<file path="src/rtl/core/xfp_pkg.sv">
`default_nettype none

package xfp_pkg;

  localparam int BYTE_W  = 8;
  localparam int LEN_W   = 6;
  localparam int INDEX_W = 5;

  // APB register map: one 32-bit word per register
  localparam int APB_AW  = 3;
  localparam int APB_DW  = 32;
  localparam int REG_BIT = 2;

  localparam logic REG_START_MARKER = 1'b0;
  localparam logic REG_MAX_PAYLOAD  = 1'b1;

  localparam logic [BYTE_W-1:0] START_MARKER_RST = 8'hAA;
  localparam logic [LEN_W-1:0]  MAX_PAYLOAD_RST  = 6'd32;

  typedef enum logic [2:0] {
    PH_HUNT,
    PH_ID,
    PH_LEN,
    PH_DATA,
    PH_CSUM
  } phase_e;

  typedef enum logic [1:0] {
    BK_IDLE,
    BK_SINGLE,
    BK_READ,
    BK_DATA
  } back_e;

  // one finished frame, handed from parser to emitter
  typedef struct packed {
    logic [BYTE_W-1:0] id;
    logic [LEN_W-1:0]  len;
    logic              err;
    logic              bank;
  } job_t;

  // payload bank handed back by the emitter
  typedef struct packed {
    logic valid;
    logic bank;
  } release_t;

endpackage

`default_nettype wire

</file>
<file path="src/rtl/core/xfp_in_if.sv">
`default_nettype none

interface xfp_in_if;
  logic                       valid;
  logic                       ready;
  logic [xfp_pkg::BYTE_W-1:0] rx_byte;

  modport source (output valid, output rx_byte, input ready);
  modport sink   (input valid, input rx_byte, output ready);
endinterface

`default_nettype wire

</file>
<file path="src/rtl/core/xfp_out_if.sv">
`default_nettype none

interface xfp_out_if;
  logic                        valid;
  logic                        ready;
  logic [xfp_pkg::BYTE_W-1:0]  frame_id;
  logic [xfp_pkg::LEN_W-1:0]   frame_len;
  logic                        status;
  logic                        has_data;
  logic [xfp_pkg::BYTE_W-1:0]  data_byte;
  logic [xfp_pkg::INDEX_W-1:0] data_index;
  logic                        last;

  modport source (output valid, output frame_id, output frame_len, output status,
                  output has_data, output data_byte, output data_index, output last,
                  input ready);
  modport sink   (input valid, input frame_id, input frame_len, input status,
                  input has_data, input data_byte, input data_index, input last,
                  output ready);
endinterface

`default_nettype wire

</file>
<file path="src/rtl/core/xfp_ram.sv">
`default_nettype none

module xfp_ram #(
  parameter  int WIDTH = 8,
  parameter  int DEPTH = 64,
  localparam int AW    = (DEPTH > 1) ? $clog2(DEPTH) : 1
) (
  input  wire logic             clk_i,
  input  wire logic             we_i,
  input  wire logic [AW-1:0]    waddr_i,
  input  wire logic [WIDTH-1:0] wdata_i,
  input  wire logic             re_i,
  input  wire logic [AW-1:0]    raddr_i,
  output logic      [WIDTH-1:0] rdata_o
);

  logic [WIDTH-1:0] mem_q [DEPTH];
  logic [WIDTH-1:0] rdata_q;

  always_ff @(posedge clk_i) begin
    if (we_i) begin
      mem_q[waddr_i] <= wdata_i;
    end
    if (re_i) begin
      rdata_q <= mem_q[raddr_i];
    end
  end

  assign rdata_o = rdata_q;

endmodule

`default_nettype wire

</file>
<file path="src/rtl/core/xfp_front.sv">
`default_nettype none

module xfp_front #(
  parameter int IW = 5
) (
  input  wire logic                          clk_i,
  input  wire logic                          rst_ni,
  input  wire logic                          valid_i,
  output logic                               ready_o,
  input  wire logic [xfp_pkg::BYTE_W-1:0]    rx_byte_i,
  input  wire logic [xfp_pkg::BYTE_W-1:0]    start_marker_i,
  input  wire logic [xfp_pkg::LEN_W-1:0]     limit_i,
  output logic                               ram_we_o,
  output logic      [IW:0]                   ram_waddr_o,
  output logic      [xfp_pkg::BYTE_W-1:0]    ram_wdata_o,
  output logic                               push_o,
  output xfp_pkg::job_t                      job_o,
  input  wire logic                          q_full_i,
  input  wire xfp_pkg::release_t             rel_i
);

  xfp_pkg::phase_e                phase_q, phase_d;
  logic [xfp_pkg::BYTE_W-1:0]     id_q, id_d;
  logic [xfp_pkg::LEN_W-1:0]      len_q, len_d;
  logic [xfp_pkg::LEN_W-1:0]      fill_q, fill_d;
  logic [xfp_pkg::BYTE_W-1:0]     xor_q, xor_d;
  logic                           bank_q, bank_d;
  logic [1:0]                     busy_q, busy_d;
  logic [xfp_pkg::LEN_W-1:0]      fill_inc;
  logic                           fire;
  logic                           has_payload;

  always_ff @(posedge clk_i or negedge rst_ni) begin
    if (!rst_ni) begin
      phase_q <= xfp_pkg::PH_HUNT;
      id_q    <= '0;
      len_q   <= '0;
      fill_q  <= '0;
      xor_q   <= '0;
      bank_q  <= 1'b0;
      busy_q  <= '0;
    end else begin
      phase_q <= phase_d;
      id_q    <= id_d;
      len_q   <= len_d;
      fill_q  <= fill_d;
      xor_q   <= xor_d;
      bank_q  <= bank_d;
      busy_q  <= busy_d;
    end
  end

  assign fill_inc    = fill_q + 6'd1;
  assign ram_waddr_o = {bank_q, fill_q[IW-1:0]};
  assign ram_wdata_o = rx_byte_i;
  assign has_payload = (rx_byte_i == xor_q) && (len_q != '0);

  always_comb begin
    phase_d = phase_q;
    id_d    = id_q;
    len_d   = len_q;
    fill_d  = fill_q;
    xor_d   = xor_q;
    bank_d  = bank_q;
    busy_d  = busy_q;
    ram_we_o = 1'b0;
    push_o   = 1'b0;
    job_o    = '{id: id_q, len: len_q, err: (rx_byte_i != xor_q), bank: bank_q};

    // stall payload bytes while this bank is still being read out, checksum bytes while the job queue is full
    unique case (phase_q)
      xfp_pkg::PH_DATA: ready_o = !busy_q[bank_q];
      xfp_pkg::PH_CSUM: ready_o = !q_full_i;
      default:          ready_o = 1'b1;
    endcase
    fire = valid_i && ready_o;

    if (rel_i.valid) begin
      busy_d[rel_i.bank] = 1'b0;
    end

    if (fire) begin
      unique case (phase_q)
        xfp_pkg::PH_HUNT: begin
          if (rx_byte_i == start_marker_i) begin
            xor_d   = rx_byte_i;
            phase_d = xfp_pkg::PH_ID;
          end
        end
        xfp_pkg::PH_ID: begin
          id_d    = rx_byte_i;
          xor_d   = xor_q ^ rx_byte_i;
          phase_d = xfp_pkg::PH_LEN;
        end
        xfp_pkg::PH_LEN: begin
          if (rx_byte_i > {2'b00, limit_i}) begin
            // oversize: drop silently, byte is not re-examined as a start
            phase_d = xfp_pkg::PH_HUNT;
            len_d   = '0;
            fill_d  = '0;
            xor_d   = '0;
          end else begin
            len_d   = rx_byte_i[xfp_pkg::LEN_W-1:0];
            xor_d   = xor_q ^ rx_byte_i;
            fill_d  = '0;
            phase_d = (rx_byte_i == '0) ? xfp_pkg::PH_CSUM : xfp_pkg::PH_DATA;
          end
        end
        xfp_pkg::PH_DATA: begin
          ram_we_o = 1'b1;
          xor_d    = xor_q ^ rx_byte_i;
          fill_d   = fill_inc;
          if (fill_inc >= len_q) begin
            phase_d = xfp_pkg::PH_CSUM;
          end
        end
        xfp_pkg::PH_CSUM: begin
          push_o = 1'b1;
          if (has_payload) begin
            busy_d[bank_q] = 1'b1;
            bank_d         = !bank_q;
          end
          phase_d = xfp_pkg::PH_HUNT;
          len_d   = '0;
          fill_d  = '0;
          xor_d   = '0;
        end
        default: begin
          phase_d = xfp_pkg::PH_HUNT;
          len_d   = '0;
          fill_d  = '0;
          xor_d   = '0;
        end
      endcase
    end
  end

  a_write_free_bank: assert property (@(posedge clk_i) disable iff (!rst_ni)
    ram_we_o |-> !busy_q[bank_q])
    else $error("payload written into a bank still being emitted");

  a_push_has_room: assert property (@(posedge clk_i) disable iff (!rst_ni)
    push_o |-> !q_full_i)
    else $error("frame pushed into a full queue");

endmodule

`default_nettype wire

</file>
<file path="src/rtl/core/xfp_queue.sv">
`default_nettype none

module xfp_queue (
  input  wire logic          clk_i,
  input  wire logic          rst_ni,
  input  wire logic          push_i,
  input  wire xfp_pkg::job_t wdata_i,
  output logic               full_o,
  input  wire logic          pop_i,
  output xfp_pkg::job_t      rdata_o,
  output logic               empty_o
);

  xfp_pkg::job_t mem_q [2];
  logic          wptr_q, rptr_q;
  logic [1:0]    count_q;

  assign full_o  = (count_q == 2'd2);
  assign empty_o = (count_q == 2'd0);
  assign rdata_o = mem_q[rptr_q];

  always_ff @(posedge clk_i) begin
    if (push_i) begin
      mem_q[wptr_q] <= wdata_i;
    end
  end

  always_ff @(posedge clk_i or negedge rst_ni) begin
    if (!rst_ni) begin
      wptr_q  <= 1'b0;
      rptr_q  <= 1'b0;
      count_q <= '0;
    end else begin
      if (push_i) begin
        wptr_q <= !wptr_q;
      end
      if (pop_i) begin
        rptr_q <= !rptr_q;
      end
      count_q <= count_q + {1'b0, push_i} - {1'b0, pop_i};
    end
  end

  a_count_range: assert property (@(posedge clk_i) disable iff (!rst_ni)
    (push_i && !pop_i |-> !full_o) and (pop_i |-> !empty_o))
    else $error("job queue overflow or underflow");

endmodule

`default_nettype wire

</file>
<file path="src/rtl/core/xfp_back.sv">
`default_nettype none

module xfp_back #(
  parameter int IW = 5
) (
  input  wire logic                          clk_i,
  input  wire logic                          rst_ni,
  input  wire logic                          q_empty_i,
  input  wire xfp_pkg::job_t                 q_head_i,
  output logic                               pop_o,
  output logic                               ram_re_o,
  output logic      [IW:0]                   ram_raddr_o,
  input  wire logic [xfp_pkg::BYTE_W-1:0]    ram_rdata_i,
  output xfp_pkg::release_t                  rel_o,
  output logic                               valid_o,
  input  wire logic                          ready_i,
  output logic      [xfp_pkg::BYTE_W-1:0]    frame_id_o,
  output logic      [xfp_pkg::LEN_W-1:0]     frame_len_o,
  output logic                               status_o,
  output logic                               has_data_o,
  output logic      [xfp_pkg::BYTE_W-1:0]    data_byte_o,
  output logic      [xfp_pkg::INDEX_W-1:0]   data_index_o,
  output logic                               last_o
);

  xfp_pkg::back_e              state_q, state_d;
  xfp_pkg::job_t               job_q, job_d;
  logic [xfp_pkg::LEN_W-1:0]   idx_q, idx_d;
  logic [xfp_pkg::LEN_W-1:0]   idx_inc;
  logic                        out_valid_q, out_valid_d;
  logic                        out_free;
  logic                        load;
  logic                        ld_status, ld_has, ld_last;
  logic [xfp_pkg::BYTE_W-1:0]  ld_data;
  logic [xfp_pkg::INDEX_W-1:0] ld_index;
  logic [xfp_pkg::BYTE_W-1:0]  id_q;
  logic [xfp_pkg::LEN_W-1:0]   len_q;
  logic                        status_q, has_q, last_q;
  logic [xfp_pkg::BYTE_W-1:0]  data_q;
  logic [xfp_pkg::INDEX_W-1:0] index_q;

  always_ff @(posedge clk_i or negedge rst_ni) begin
    if (!rst_ni) begin
      state_q     <= xfp_pkg::BK_IDLE;
      out_valid_q <= 1'b0;
    end else begin
      state_q     <= state_d;
      out_valid_q <= out_valid_d;
    end
  end

  always_ff @(posedge clk_i) begin
    job_q <= job_d;
    idx_q <= idx_d;
    if (load) begin
      id_q     <= job_q.id;
      len_q    <= job_q.len;
      status_q <= ld_status;
      has_q    <= ld_has;
      data_q   <= ld_data;
      index_q  <= ld_index;
      last_q   <= ld_last;
    end
  end

  assign out_free    = !out_valid_q || ready_i;
  assign idx_inc     = idx_q + 6'd1;
  assign ram_raddr_o = {job_q.bank, idx_q[IW-1:0]};

  always_comb begin
    state_d   = state_q;
    job_d     = job_q;
    idx_d     = idx_q;
    pop_o     = 1'b0;
    ram_re_o  = 1'b0;
    rel_o     = '{valid: 1'b0, bank: job_q.bank};
    load      = 1'b0;
    ld_status = 1'b0;
    ld_has    = 1'b0;
    ld_data   = '0;
    ld_index  = '0;
    ld_last   = 1'b1;

    unique case (state_q)
      xfp_pkg::BK_IDLE: begin
        if (!q_empty_i) begin
          pop_o   = 1'b1;
          job_d   = q_head_i;
          idx_d   = '0;
          state_d = (q_head_i.err || q_head_i.len == '0) ? xfp_pkg::BK_SINGLE
                                                         : xfp_pkg::BK_READ;
        end
      end
      xfp_pkg::BK_SINGLE: begin
        if (out_free) begin
          load      = 1'b1;
          ld_status = job_q.err;
          state_d   = xfp_pkg::BK_IDLE;
        end
      end
      xfp_pkg::BK_READ: begin
        ram_re_o = 1'b1;
        state_d  = xfp_pkg::BK_DATA;
      end
      xfp_pkg::BK_DATA: begin
        if (out_free) begin
          load     = 1'b1;
          ld_has   = 1'b1;
          ld_data  = ram_rdata_i;
          ld_index = idx_q[xfp_pkg::INDEX_W-1:0];
          ld_last  = (idx_inc == job_q.len);
          if (ld_last) begin
            rel_o.valid = 1'b1;
            state_d     = xfp_pkg::BK_IDLE;
          end else begin
            idx_d   = idx_inc;
            state_d = xfp_pkg::BK_READ;
          end
        end
      end
      default: state_d = xfp_pkg::BK_IDLE;
    endcase

    if (load) begin
      out_valid_d = 1'b1;
    end else if (ready_i) begin
      out_valid_d = 1'b0;
    end else begin
      out_valid_d = out_valid_q;
    end
  end

  assign valid_o      = out_valid_q;
  assign frame_id_o   = id_q;
  assign frame_len_o  = len_q;
  assign status_o     = status_q;
  assign has_data_o   = has_q;
  assign data_byte_o  = data_q;
  assign data_index_o = index_q;
  assign last_o       = last_q;

  a_release_after_last: assert property (@(posedge clk_i) disable iff (!rst_ni)
    rel_o.valid |=> (out_valid_q && last_q && has_q))
    else $error("bank released without a final payload transfer pending");

  a_payload_job_only: assert property (@(posedge clk_i) disable iff (!rst_ni)
    ram_re_o |-> (!job_q.err && job_q.len != '0 && idx_q < job_q.len))
    else $error("payload read for a frame without payload");

endmodule

`default_nettype wire

</file>
<file path="src/rtl/core/xor_frame_parser_unit.sv">
`default_nettype none

// Input: one byte per cycle; a payload byte stalls while both payload banks await read-out,
//   a checksum byte while the two-entry job queue is full.
// Out: each payload result takes a RAM read, then an output register load that waits for a free output register.
// Reset (async, rst_ni low): parser hunts, queue and output empty, registers 0xAA and 32.
// Payload RAM has no reset and no clearing pass; only bytes of the current frame are read.
module xor_frame_parser_unit #(
  parameter int PAYLOAD_DEPTH = 32
) (
  input  wire logic                         clk_i,
  input  wire logic                         rst_ni,
  xfp_in_if.sink                            rx_if,
  xfp_out_if.source                         res_if,
  input  wire logic                         psel,
  input  wire logic                         penable,
  input  wire logic                         pwrite,
  input  wire logic [xfp_pkg::APB_AW-1:0]   paddr,
  input  wire logic [xfp_pkg::APB_DW-1:0]   pwdata,
  output logic      [xfp_pkg::APB_DW-1:0]   prdata,
  output logic                              pready
);

  localparam int IW = (PAYLOAD_DEPTH > 1) ? $clog2(PAYLOAD_DEPTH) : 1;
  localparam int RAM_DEPTH = 2 ** (IW + 1);
  localparam logic [xfp_pkg::LEN_W-1:0] DEPTH_LIMIT = xfp_pkg::LEN_W'(PAYLOAD_DEPTH);

  logic [xfp_pkg::BYTE_W-1:0] start_q;
  logic [xfp_pkg::LEN_W-1:0]  maxp_q;
  logic [xfp_pkg::LEN_W-1:0]  limit;
  logic                       cfg_wr;

  logic                       ram_we, ram_re;
  logic [IW:0]                ram_waddr, ram_raddr;
  logic [xfp_pkg::BYTE_W-1:0] ram_wdata, ram_rdata;
  logic                       push, pop, q_full, q_empty;
  xfp_pkg::job_t              push_job, head_job;
  xfp_pkg::release_t          rel;

  assign pready = 1'b1;
  assign cfg_wr = psel && penable && pwrite;

  always_ff @(posedge clk_i or negedge rst_ni) begin
    if (!rst_ni) begin
      start_q <= xfp_pkg::START_MARKER_RST;
      maxp_q  <= xfp_pkg::MAX_PAYLOAD_RST;
    end else if (cfg_wr) begin
      unique case (paddr[xfp_pkg::REG_BIT])
        xfp_pkg::REG_START_MARKER: start_q <= pwdata[xfp_pkg::BYTE_W-1:0];
        xfp_pkg::REG_MAX_PAYLOAD:  maxp_q  <= pwdata[xfp_pkg::LEN_W-1:0];
        default: ;
      endcase
    end
  end

  always_comb begin
    unique case (paddr[xfp_pkg::REG_BIT])
      xfp_pkg::REG_START_MARKER: prdata = {{(xfp_pkg::APB_DW - xfp_pkg::BYTE_W){1'b0}}, start_q};
      xfp_pkg::REG_MAX_PAYLOAD:  prdata = {{(xfp_pkg::APB_DW - xfp_pkg::LEN_W){1'b0}}, maxp_q};
      default:                   prdata = '0;
    endcase
  end

  assign limit = (maxp_q > DEPTH_LIMIT) ? DEPTH_LIMIT : maxp_q;

  xfp_front #(.IW(IW)) u_front (
    .clk_i          (clk_i),
    .rst_ni         (rst_ni),
    .valid_i        (rx_if.valid),
    .ready_o        (rx_if.ready),
    .rx_byte_i      (rx_if.rx_byte),
    .start_marker_i (start_q),
    .limit_i        (limit),
    .ram_we_o       (ram_we),
    .ram_waddr_o    (ram_waddr),
    .ram_wdata_o    (ram_wdata),
    .push_o         (push),
    .job_o          (push_job),
    .q_full_i       (q_full),
    .rel_i          (rel)
  );

  xfp_queue u_queue (
    .clk_i   (clk_i),
    .rst_ni  (rst_ni),
    .push_i  (push),
    .wdata_i (push_job),
    .full_o  (q_full),
    .pop_i   (pop),
    .rdata_o (head_job),
    .empty_o (q_empty)
  );

  xfp_ram #(.WIDTH(xfp_pkg::BYTE_W), .DEPTH(RAM_DEPTH)) u_ram (
    .clk_i   (clk_i),
    .we_i    (ram_we),
    .waddr_i (ram_waddr),
    .wdata_i (ram_wdata),
    .re_i    (ram_re),
    .raddr_i (ram_raddr),
    .rdata_o (ram_rdata)
  );

  xfp_back #(.IW(IW)) u_back (
    .clk_i        (clk_i),
    .rst_ni       (rst_ni),
    .q_empty_i    (q_empty),
    .q_head_i     (head_job),
    .pop_o        (pop),
    .ram_re_o     (ram_re),
    .ram_raddr_o  (ram_raddr),
    .ram_rdata_i  (ram_rdata),
    .rel_o        (rel),
    .valid_o      (res_if.valid),
    .ready_i      (res_if.ready),
    .frame_id_o   (res_if.frame_id),
    .frame_len_o  (res_if.frame_len),
    .status_o     (res_if.status),
    .has_data_o   (res_if.has_data),
    .data_byte_o  (res_if.data_byte),
    .data_index_o (res_if.data_index),
    .last_o       (res_if.last)
  );

endmodule

`default_nettype wire

</file>
<file path="src/flat_wrapper.sv">
// flat-port wrapper written by rule: the top's interface ports become plain ports
module xor_frame_parser_unit_flat 
#(
  parameter int PAYLOAD_DEPTH = 32
)
  (clk_i, rst_ni, psel, penable, pwrite, paddr, pwdata, prdata, pready, rx_if_valid, rx_if_rx_byte, rx_if_ready, res_if_valid, res_if_frame_id, res_if_frame_len, res_if_status, res_if_has_data, res_if_data_byte, res_if_data_index, res_if_last, res_if_ready);
  xfp_in_if rx_if_i ();
  xfp_out_if res_if_i ();
  input  wire logic clk_i;
  input  wire logic rst_ni;
  input  wire logic psel;
  input  wire logic penable;
  input  wire logic pwrite;
  input  wire logic [xfp_pkg::APB_AW-1:0] paddr;
  input  wire logic [xfp_pkg::APB_DW-1:0] pwdata;
  output logic      [xfp_pkg::APB_DW-1:0] prdata;
  output logic pready;
  input wire logic [$bits(rx_if_i.valid)-1:0] rx_if_valid;
  input wire logic [$bits(rx_if_i.rx_byte)-1:0] rx_if_rx_byte;
  output wire logic [$bits(rx_if_i.ready)-1:0] rx_if_ready;
  output wire logic [$bits(res_if_i.valid)-1:0] res_if_valid;
  output wire logic [$bits(res_if_i.frame_id)-1:0] res_if_frame_id;
  output wire logic [$bits(res_if_i.frame_len)-1:0] res_if_frame_len;
  output wire logic [$bits(res_if_i.status)-1:0] res_if_status;
  output wire logic [$bits(res_if_i.has_data)-1:0] res_if_has_data;
  output wire logic [$bits(res_if_i.data_byte)-1:0] res_if_data_byte;
  output wire logic [$bits(res_if_i.data_index)-1:0] res_if_data_index;
  output wire logic [$bits(res_if_i.last)-1:0] res_if_last;
  input wire logic [$bits(res_if_i.ready)-1:0] res_if_ready;
  assign rx_if_i.valid = rx_if_valid;
  assign rx_if_i.rx_byte = rx_if_rx_byte;
  assign rx_if_ready = rx_if_i.ready;
  assign res_if_valid = res_if_i.valid;
  assign res_if_frame_id = res_if_i.frame_id;
  assign res_if_frame_len = res_if_i.frame_len;
  assign res_if_status = res_if_i.status;
  assign res_if_has_data = res_if_i.has_data;
  assign res_if_data_byte = res_if_i.data_byte;
  assign res_if_data_index = res_if_i.data_index;
  assign res_if_last = res_if_i.last;
  assign res_if_i.ready = res_if_ready;
  xor_frame_parser_unit #(.PAYLOAD_DEPTH(PAYLOAD_DEPTH)) u_core (.clk_i(clk_i), .rst_ni(rst_ni), .rx_if(rx_if_i), .res_if(res_if_i), .psel(psel), .penable(penable), .pwrite(pwrite), .paddr(paddr), .pwdata(pwdata), .prdata(prdata), .pready(pready));
endmodule
</file>
<file path="config.mk">
export PLATFORM = sky130hd
export DESIGN_NAME = xor_frame_parser_unit_flat
export DESIGN_NICKNAME = d
export VERILOG_FILES = /design/src/rtl/core/xfp_pkg.sv /design/src/rtl/core/xfp_in_if.sv /design/src/rtl/core/xfp_out_if.sv /design/src/rtl/core/xfp_ram.sv /design/src/rtl/core/xfp_front.sv /design/src/rtl/core/xfp_queue.sv /design/src/rtl/core/xfp_back.sv /design/src/rtl/core/xor_frame_parser_unit.sv /design/src/flat_wrapper.sv
export SDC_FILE = /design/constraint.sdc
export NUM_CORES = 1
export LEC_CHECK = 0
export CAP_MARGIN = 30
export CORE_MARGIN = 5
export CORE_UTILIZATION = 63
export CTS_CLUSTER_SIZE = 40
export DETAILED_ROUTE_END_ITERATION = 10
export DONT_BUFFER_PORTS = 1
export GPL_TIMING_DRIVEN = 1
export PLACE_DENSITY = 0.79
export SLEW_MARGIN = 20
export SYNTH_ARGS = -nofsm -noshare
export SYNTH_HDL_FRONTEND = slang
export SYNTH_HIERARCHICAL = 1
export SYNTH_SLANG_ARGS = --single-unit
</file>
<file path="constraint.sdc">
create_clock -name clk_i -period 4.15 [get_ports clk_i]
set_clock_uncertainty 0.15 [all_clocks]
set_input_delay 0.2075 -clock clk_i [delete_from_list [all_inputs] [get_ports clk_i]]
set_output_delay 0.2075 -clock clk_i [all_outputs]
set_load 0.005 [all_outputs]
</file>
==> results of run 1 <==
-- power by group through the flow --
stage	Clock, mW	Sequential [mW]	Combinational [mW]
global route	5.98	8.49	5.48
floorplan	0	8.19	3.99
global placement	0	8.53	4.73
finish	5.60	8.42	5.14
detailed placement	0	8.57	4.88
CTS	5.67	8.43	5.10
-- stage by stage --
stage / utilization, % / setup WS (ns) / power [mW] / hold slack, ns / cell area, um^2
floorplan: - / 1.04 / 12.2 / -0.238 / 27200
global placement: 64.9 / 0.935 / 13.3 / -0.237 / 27800
detailed placement: 65.0 / 0.891 / 13.4 / -0.237 / 27800
CTS: 70.9 / 0.864 / 19.2 / 0.0204 / 30400
global route: 71.0 / 0.651 / 20.0 / 0.0343 / 30400
finish: 71.0 / 0.808 / 19.2 / 0.0500 / 30400
-- state kept, by name (all words and copies together) (netlist names), 8 cells and up --
signal / count
u_core/u_queue/mem_q: 32
u_core/u_back/frame_id_o: 8
u_core/u_back/data_byte_o: 8
u_core/u_ram/mem_q: 512
u_core/u_front/id_q: 8
u_core/start_q: 8
u_core/u_front/xor_q: 8
u_core/u_ram/rdata_o: 8
u_core/u_back/job_q: 15
-- layout by cell type (no fill, tap or decap), drive strengths merged, types with 29 or more instances in the layout --
master / Yosys / final
edfxtp: 604 / 604
mux4: 126 / 126
nor2: 102 / 102
buf: 99 / 96
clkbuf: 21 / 73
nand2: 63 / 63
mux2: 57 / 57
dfrtp: 50 / 50
o21ai: 31 / 31
nor2b: 29 / 29
-- worst min-delay path by stage --
stage                                start                                    end  slack (ns)  depth (start not counted)
final                     rx_if_rx_byte[6]  u_core/u_front/phase_q[2]$_DFFE_PN0P_        0.05                          4
after global routing                rst_ni          u_core/start_q[7]$_DFFE_PN1P_        0.03                          2
after global placement              rst_ni          u_core/start_q[6]$_DFFE_PN0P_       -0.24                          0
after floorplan                     rst_ni           u_core/maxp_q[0]$_DFFE_PN0P_       -0.24                          0
after detailed placement            rst_ni    u_core/u_front/xor_q[3]$_DFFE_PN0P_       -0.24                          0
after CTS                           rst_ni          u_core/start_q[7]$_DFFE_PN1P_        0.02                          2
-- layer usage --
metal	share of wire (%)	wire [um]	track usage (%)	vias up
met5	0	0	0	-
met4	2.9	1700	7.10	0
met3	9.4	5500	4.80	109
met2	49	28900	40.6	790
met1	39	22700	37.0	7280
li1	-	-	-	5977
-- cells by family after synthesis --
kind of cell	share of synthesized area, %
xor+xnor	1.21
mux	13.8
simple gates	5.31
compound gates	3.49
buf+inv	3.41
fa+ha+maj	0.738
other cells	0.0277
flops	72.0
-- cell usage after synthesis (all sizes together), types with 5 or more instances --
master and n:
a221oi 6, nand2 63, a21oi 9, and2 16
o21ai 31, nand2b 12, nand3 22, nor2b 29
nor2 102, nand4 5, dfrtp 50, edfxtp 604
buf 99, mux4 126, o22ai 16, xor2 23
o221ai 17, a22oi 5, inv 24, mux2i 24
ha 16, mux2 57, clkbuf 21, nor4 10
nor3 11, xnor2 9, dfstp 5
-- layout make-up --
type	instances	area, um^2	area share, %
sequential	659	19500	64.3
clock inverter	39	392	1.29
timing repair buffer	123	1300	4.29
multi-input combinational	702	6770	22.3
inverter	25	93.8	0.309
tap	546	683	2.25
clock buffer	73	1610	5.31
-- tightest hold or removal path: stages --
cell	delay (ns)
a2111oi_2	0.03
o211a_2	0.31
a31oi_1	0.16
o41ai_1	0.07
-- timing repair --
item / 4_1_cts / 5_1_grt
hold endpoints to repair: 618 / 0
gates resized for setup: 0 / 0
hold buffers: 37 / 0
==> results.sh, run 1 <==
export IMPL_start_util_pct=63.4
export IMPL_p_sw_share_pct=29.6
export IMPL_hpwl_um=34200
export IMPL_maxCapViolCount=0
export IMPL_power_leakage_nw=10.1
export IMPL_synth_area_leaders="edfxtp_1 (67%), mux4_2 (10%), dfrtp_1 (4.6%)"
export IMPL_crit_path_end_kind="register"
export IMPL_synth_yosys_seq_area_share_pct=72.0
export IMPL_p_switching_mw=5.68
export IMPL_diodes=0
export IMPL_yosysWarnings=6
export IMPL_area_delta_synth_final_pct=12.0
export IMPL_final_antenna_net_count=0
export IMPL_synth_seq_cells=659
export IMPL_netlist_area_um2=27100
export IMPL_cp_depth=8
export IMPL_core_area_um2=42800
export IMPL_hold_violations=0
export IMPL_placed_cells=2016
export IMPL_die_w_um=217
export IMPL_cp_arrival_ns=3.51
export IMPL_synth_ff_type="edfxtp_1"
export IMPL_slew_viol_final=0
export IMPL_status="finished clean"
export IMPL_synth_distinct_cells=79
export IMPL_clockRootBuffer="clkbuf_16"
export IMPL_reg2regPathDepth=8
export IMPL_grt_pass1_wl_um=90300
export IMPL_worstReg2RegStart="u_core/u_front/phase_q[2]$_DFFE_PN0P_"
export IMPL_fillers=2459
export IMPL_worstPathMaxFanout=15
export IMPL_grt_antenna_before_repair=0
export IMPL_synth_edf_count=604
export IMPL_crit_start="u_core/u_front/phase_q[2]$_DFFE_PN0P_"
export IMPL_slew_headroom_pct=36.3
export IMPL_combPwrFrac_pct=26.8
export IMPL_crit_type="reg2reg"
export IMPL_clock_latency_ns=0.62
export IMPL_start_kind="register"
export IMPL_io_pins=115
export IMPL_path_clk_slew_ns=0.06
export IMPL_p_seq_share_pct=44.0
export IMPL_tightest_slew_ns=0.955
export IMPL_max_vdd_ir_drop_mv=0.423
export IMPL_instances_no_fill=2167
export IMPL_cp_num_buf_inv=2
export IMPL_ys_async_sr_fraction_pct=8.35
export IMPL_rsz0062_at_grt="false"
export IMPL_drcViolationCount=0
export IMPL_crit_path_cell_trace="nand3b_1 > o221ai_2 > nor2_1 > buf_4 > nor2b_1 > nand3_1 > nor2_1 > buf_4"
export IMPL_grt_pass1_vias=14384
export IMPL_port_buffers=0
export IMPL_final_layout_size_suffix_gt1_share_pct=24.2
export IMPL_wl_per_cell_um=27.1
export IMPL_post_cts_setup_buffers=0
export IMPL_fin_crit_sh_pct=80.5
export IMPL_setup_viol=0
export IMPL_vias=14156
export IMPL_die_h_um=217
export IMPL_routed_wl_um=58800
export IMPL_r2r_end="u_core/u_ram/mem_q[30][7]$_DFFE_PP_"
export IMPL_cellPowerDensity_nw_per_um2=631
export IMPL_cts_buffers=61
export IMPL_grtUsageTotal_pct=25.4
export IMPL_fmax_ghz=0.299
export IMPL_p_int_mw=13.5
export IMPL_dieArea_um2=47300
export IMPL_htreeDepth=2
export IMPL_synth_cells=1483
export IMPL_pwr_share_clk_pct=29.2
export IMPL_overflow=0
export IMPL_clockBufferDepth=3
export IMPL_critical_path_slowest_cell="dfrtp_1"
export IMPL_crit_path_max_incr_delay_ns=0.66
export IMPL_avgSynthCellArea_um2=18.3
export IMPL_hp_class="in2reg"
export IMPL_vias_per_cell=6.53
export IMPL_tritoncts="yes"
export IMPL_rows=76
export IMPL_crit_family="simple AND/OR/NAND/NOR gates"
export IMPL_yosysTopAreaCell="edfxtp_1"
export IMPL_tns_ns=0
export IMPL_clock_sinks=659
export IMPL_netlist_area_leader_share_pct=66.9
export IMPL_r2r_slack_ns=0.81
export IMPL_nets=1638
export IMPL_min_period_ns=3.34
export IMPL_firstDrtPassIters=6
export IMPL_endpoint="u_core/u_ram/mem_q[30][7]$_DFFE_PP_"
export IMPL_first_iter_violations=1661
export IMPL_worstPathRequired_ns=4.31
export IMPL_grt_max_degree=71
export IMPL_place_congestion=0.809
Note: power is estimated with default switching activity, not from simulation.
==> run 2, diff against run 1 <==
--- a/config.mk
+++ b/config.mk
@@ -5,14 +5,15 @@
 export SDC_FILE = /design/constraint.sdc
 export NUM_CORES = 1
 export LEC_CHECK = 0
+export ABC_AREA = 1
 export CAP_MARGIN = 30
 export CORE_MARGIN = 5
-export CORE_UTILIZATION = 63
+export CORE_UTILIZATION = 64
 export CTS_CLUSTER_SIZE = 40
 export DETAILED_ROUTE_END_ITERATION = 10
 export DONT_BUFFER_PORTS = 1
 export GPL_TIMING_DRIVEN = 1
-export PLACE_DENSITY = 0.79
+export PLACE_DENSITY = 0.8
 export SLEW_MARGIN = 20
 export SYNTH_ARGS = -nofsm -noshare
 export SYNTH_HDL_FRONTEND = slang
==> constraint.sdc (replaced) <==
create_clock -name clk_i -period 3.2 [get_ports clk_i]
set_clock_uncertainty 0.15 [all_clocks]
set_input_delay 0.16 -clock clk_i [delete_from_list [all_inputs] [get_ports clk_i]]
set_output_delay 0.16 -clock clk_i [all_outputs]
set_load 0.005 [all_outputs]
==> run 2 against run 1 <==
  * Non-clock buffer count rose by 26
  * Clock-buffer cell count increased by 17
  * Synthesized area rose by 5.2%
  * Critical path type unchanged
  * Die area grew 3.4%
  * Critical path depth rose by 3
==> results.sh, run 2 <==
export IMPL_yosysWarnings=6
export IMPL_tritoncts="yes"
export IMPL_port_buffers=0
export IMPL_maxCapViolCount=0
export IMPL_yosys_area_share_simple_pct=22.5
export IMPL_diodes=0
export IMPL_synth_distinct_cells=46
export IMPL_vias=19856
export IMPL_met2_usage_pct=47.2
export IMPL_cp_arrival_ns=3.11
export IMPL_hpwl_um=40000
export IMPL_slew_headroom_pct=42.4
export IMPL_hp_class="in2async"
export IMPL_grtUsageTotal_pct=28.6
export IMPL_htreeDepth=3
export IMPL_timing_final_ws_setup_ns=0.229
export IMPL_worstPathRequired_ns=3.34
export IMPL_grtUsageMet1_pct=36.6
export IMPL_place_congestion=0.882
export IMPL_drcViolationCount=0
export IMPL_crit_path_max_incr_delay_ns=0.53
export IMPL_tightest_slew_ns=0.865
export IMPL_synth_yosys_seq_area_share_pct=68.4
export IMPL_grt_pass1_wl_um=110000
export IMPL_cellPowerDensity_nw_per_um2=857
export IMPL_finish_utilization_pct=72.2
export IMPL_place_area_um2=29000
export IMPL_grt_antenna_before_repair=1
export IMPL_nets=2675
export IMPL_avgSynthCellArea_um2=11.2
export IMPL_synthAdderAreaFrac_pct=0.702
export IMPL_post_synth_top_count_cell="nand2_1"
export IMPL_largest_register_ffs=512
export IMPL_synth_commonest_cells="nand2_1 (851), edfxtp_1 (604), nand3_1 (471)"
export IMPL_crit_path_end_kind="register"
export IMPL_synth_edf_count=604
export IMPL_worstPathMaxFanout=11
export IMPL_dpl_worst_slack_ns=0.369
export IMPL_top_regs="u_core/u_ram/mem_q: 512 flops, u_core/u_queue/mem_q: 32 flops, u_core/u_back/job_q: 15 flops"
export IMPL_netlist_area_um2=28500
export IMPL_clockBufferDepth=3
export IMPL_overflow=0
export IMPL_slew_viol_final=0
export IMPL_routed_wl_um=70400
export IMPL_post_cts_resized=0
export IMPL_synth_area_leaders="edfxtp_1 (64%), nand2_1 (11%), nand3_1 (8.3%)"
export IMPL_synth_top_family_by_area="simple AND/OR/NAND/NOR gates"
export IMPL_grt_max_degree=89
export IMPL_die_h_um=221
export IMPL_dieArea_um2=48900
export IMPL_max_flop_register="u_core/u_ram/mem_q"
export IMPL_status="finished clean"
export IMPL_top_usage_layer="met2"
export IMPL_synth_cells=2544
export IMPL_hold_violations=0
export IMPL_min_period_ns=2.97
export IMPL_yosysTopAreaCell="edfxtp_1"
export IMPL_final_antenna_net_count=0
export IMPL_clock_sinks=659
export IMPL_cp_common_cell="nand2_1"
export IMPL_ys_async_sr_fraction_pct=8.35
export IMPL_cts_buffers=68
export IMPL_area_delta_synth_final_pct=11.6
export IMPL_synth_compound_area_share_pct=1.50
export IMPL_wl_per_cell_um=21.7
export IMPL_firstDrtPassIters=5
export IMPL_fmax_ghz=0.337
export IMPL_grt_pass1_vias=19879
export IMPL_whs_ns=0.0898
export IMPL_tns_ns=0
export IMPL_path_clk_slew_ns=0.07
export IMPL_io_pins=115
export IMPL_start_util_pct=64.7
export IMPL_final_common_cell="nand2_1"
export IMPL_critical_path_slowest_cell="dfrtp_1"
export IMPL_cp_num_buf_inv=3
export IMPL_clockRootBuffer="clkbuf_16"
export IMPL_crit_path_cell_trace="inv_1 > nand2_1 > nand2_1 > nand2_4 > nand2_4 > nor2_8 > nand2_1 > inv_2 > nand4_1 > nor4_1 > buf_4"
export IMPL_synth_xor_area_share_pct=0.675
export IMPL_synth_seq_cells=659
export IMPL_max_vdd_ir_drop_mv=0.571
export IMPL_start_kind="register"
export IMPL_fin_crit_sh_pct=92.8
export IMPL_setup_viol=0
export IMPL_met3_usage_pct=6.16
export IMPL_final_cell_mix="nand2_1 (851), edfxtp_1 (604), nand3_1 (471)"
export IMPL_finalInstanceArea_um2=31900
export IMPL_power_leakage_nw=12.3
export IMPL_core_area_um2=44100
export IMPL_rows=77
export IMPL_netlist_area_leader_share_pct=63.6
export IMPL_muxShareOfSynthArea_pct=0
export IMPL_crit_type="reg2reg"
export IMPL_synth_ff_type="edfxtp_1"
export IMPL_vias_per_cell=6.11
export IMPL_rsz0062_at_grt="false"
export IMPL_final_layout_size_suffix_gt1_share_pct=10.6
export IMPL_first_iter_violations=2799
export IMPL_clock_latency_ns=0.59
export IMPL_die_w_um=221
export IMPL_crit_family="simple AND/OR/NAND/NOR gates"
==> run 2: final timing paths <==
path / startpoint / endpoint / slack (ns) / cells after the start
max: u_core/u_front/bank_q$_DFFE_PN0P_ / u_core/u_ram/mem_q[54][2]$_DFFE_PP_ / 0.23 / 11
min: rst_ni / u_core/start_q[7]$_DFFE_PN1P_ / 0.09 / 2
max reg2reg: u_core/u_front/bank_q$_DFFE_PN0P_ / u_core/u_ram/mem_q[54][2]$_DFFE_PP_ / 0.23 / 11
min reg2reg: u_core/u_back/job_q[10]$_DFFE_PP_ / u_core/u_back/frame_id_o[2]$_DFFE_PP_ / 0.28 / 0
max in group asynchronous: rst_ni / u_core/start_q[0]$_DFFE_PN0P_ / 2.53 / 3
min in group clk_i: rx_if_rx_byte[0] / u_core/u_front/xor_q[3]$_DFFE_PN0P_ / 0.11 / 8
==> run 2: area by class of cell <==
cell class,instances,area [um^2]
sequential,659,19500
fill,2776,12300
multi-input combinational,1607,7330
clock buffer,90,1910
timing repair buffer,149,1530
tap,592,741
inverter,124,474
clock inverter,28,349
==> run 2: kinds of logic after synthesis <==
logic type / count (synthesis)
AO/OA/AOI/OAI: 62
XOR/XNOR: 22
adder cells (fa/ha/maj): 16
buffers and inverters: 301
flip-flops: 659
other: 2
AND/OR/NAND/NOR: 1482
==> run 2: through the flow <==
step	power [mW]	instances
finish	27.3	3249
global route	28.5	3249
CTS	27.0	3248
detailed placement	18.8	3085
global placement	18.5	3085
floorplan	17.0	2567
==> run 2: report_power, final <==
group | switching (mW) | internal (mW) | total [mW] | leakage, nW
Clock | 3.14 | 4.84 | 7.98 | 1.09
Sequential | 0.496 | 10.2 | 10.6 | 6.17
Combinational | 6.22 | 2.44 | 8.66 | 5.08
==> run 2: repair_timing <==
item,CTS,global route
setup buffers,0,0
hold endpoints to repair,631,0
hold buffers,45,0
==> run 2: routing by layer <==
metal	wire length [um]	vias to the layer above
met5	13	-
met4	3360	2
met3	7360	262
met2	34600	1277
met1	25100	9544
li1	-	8771
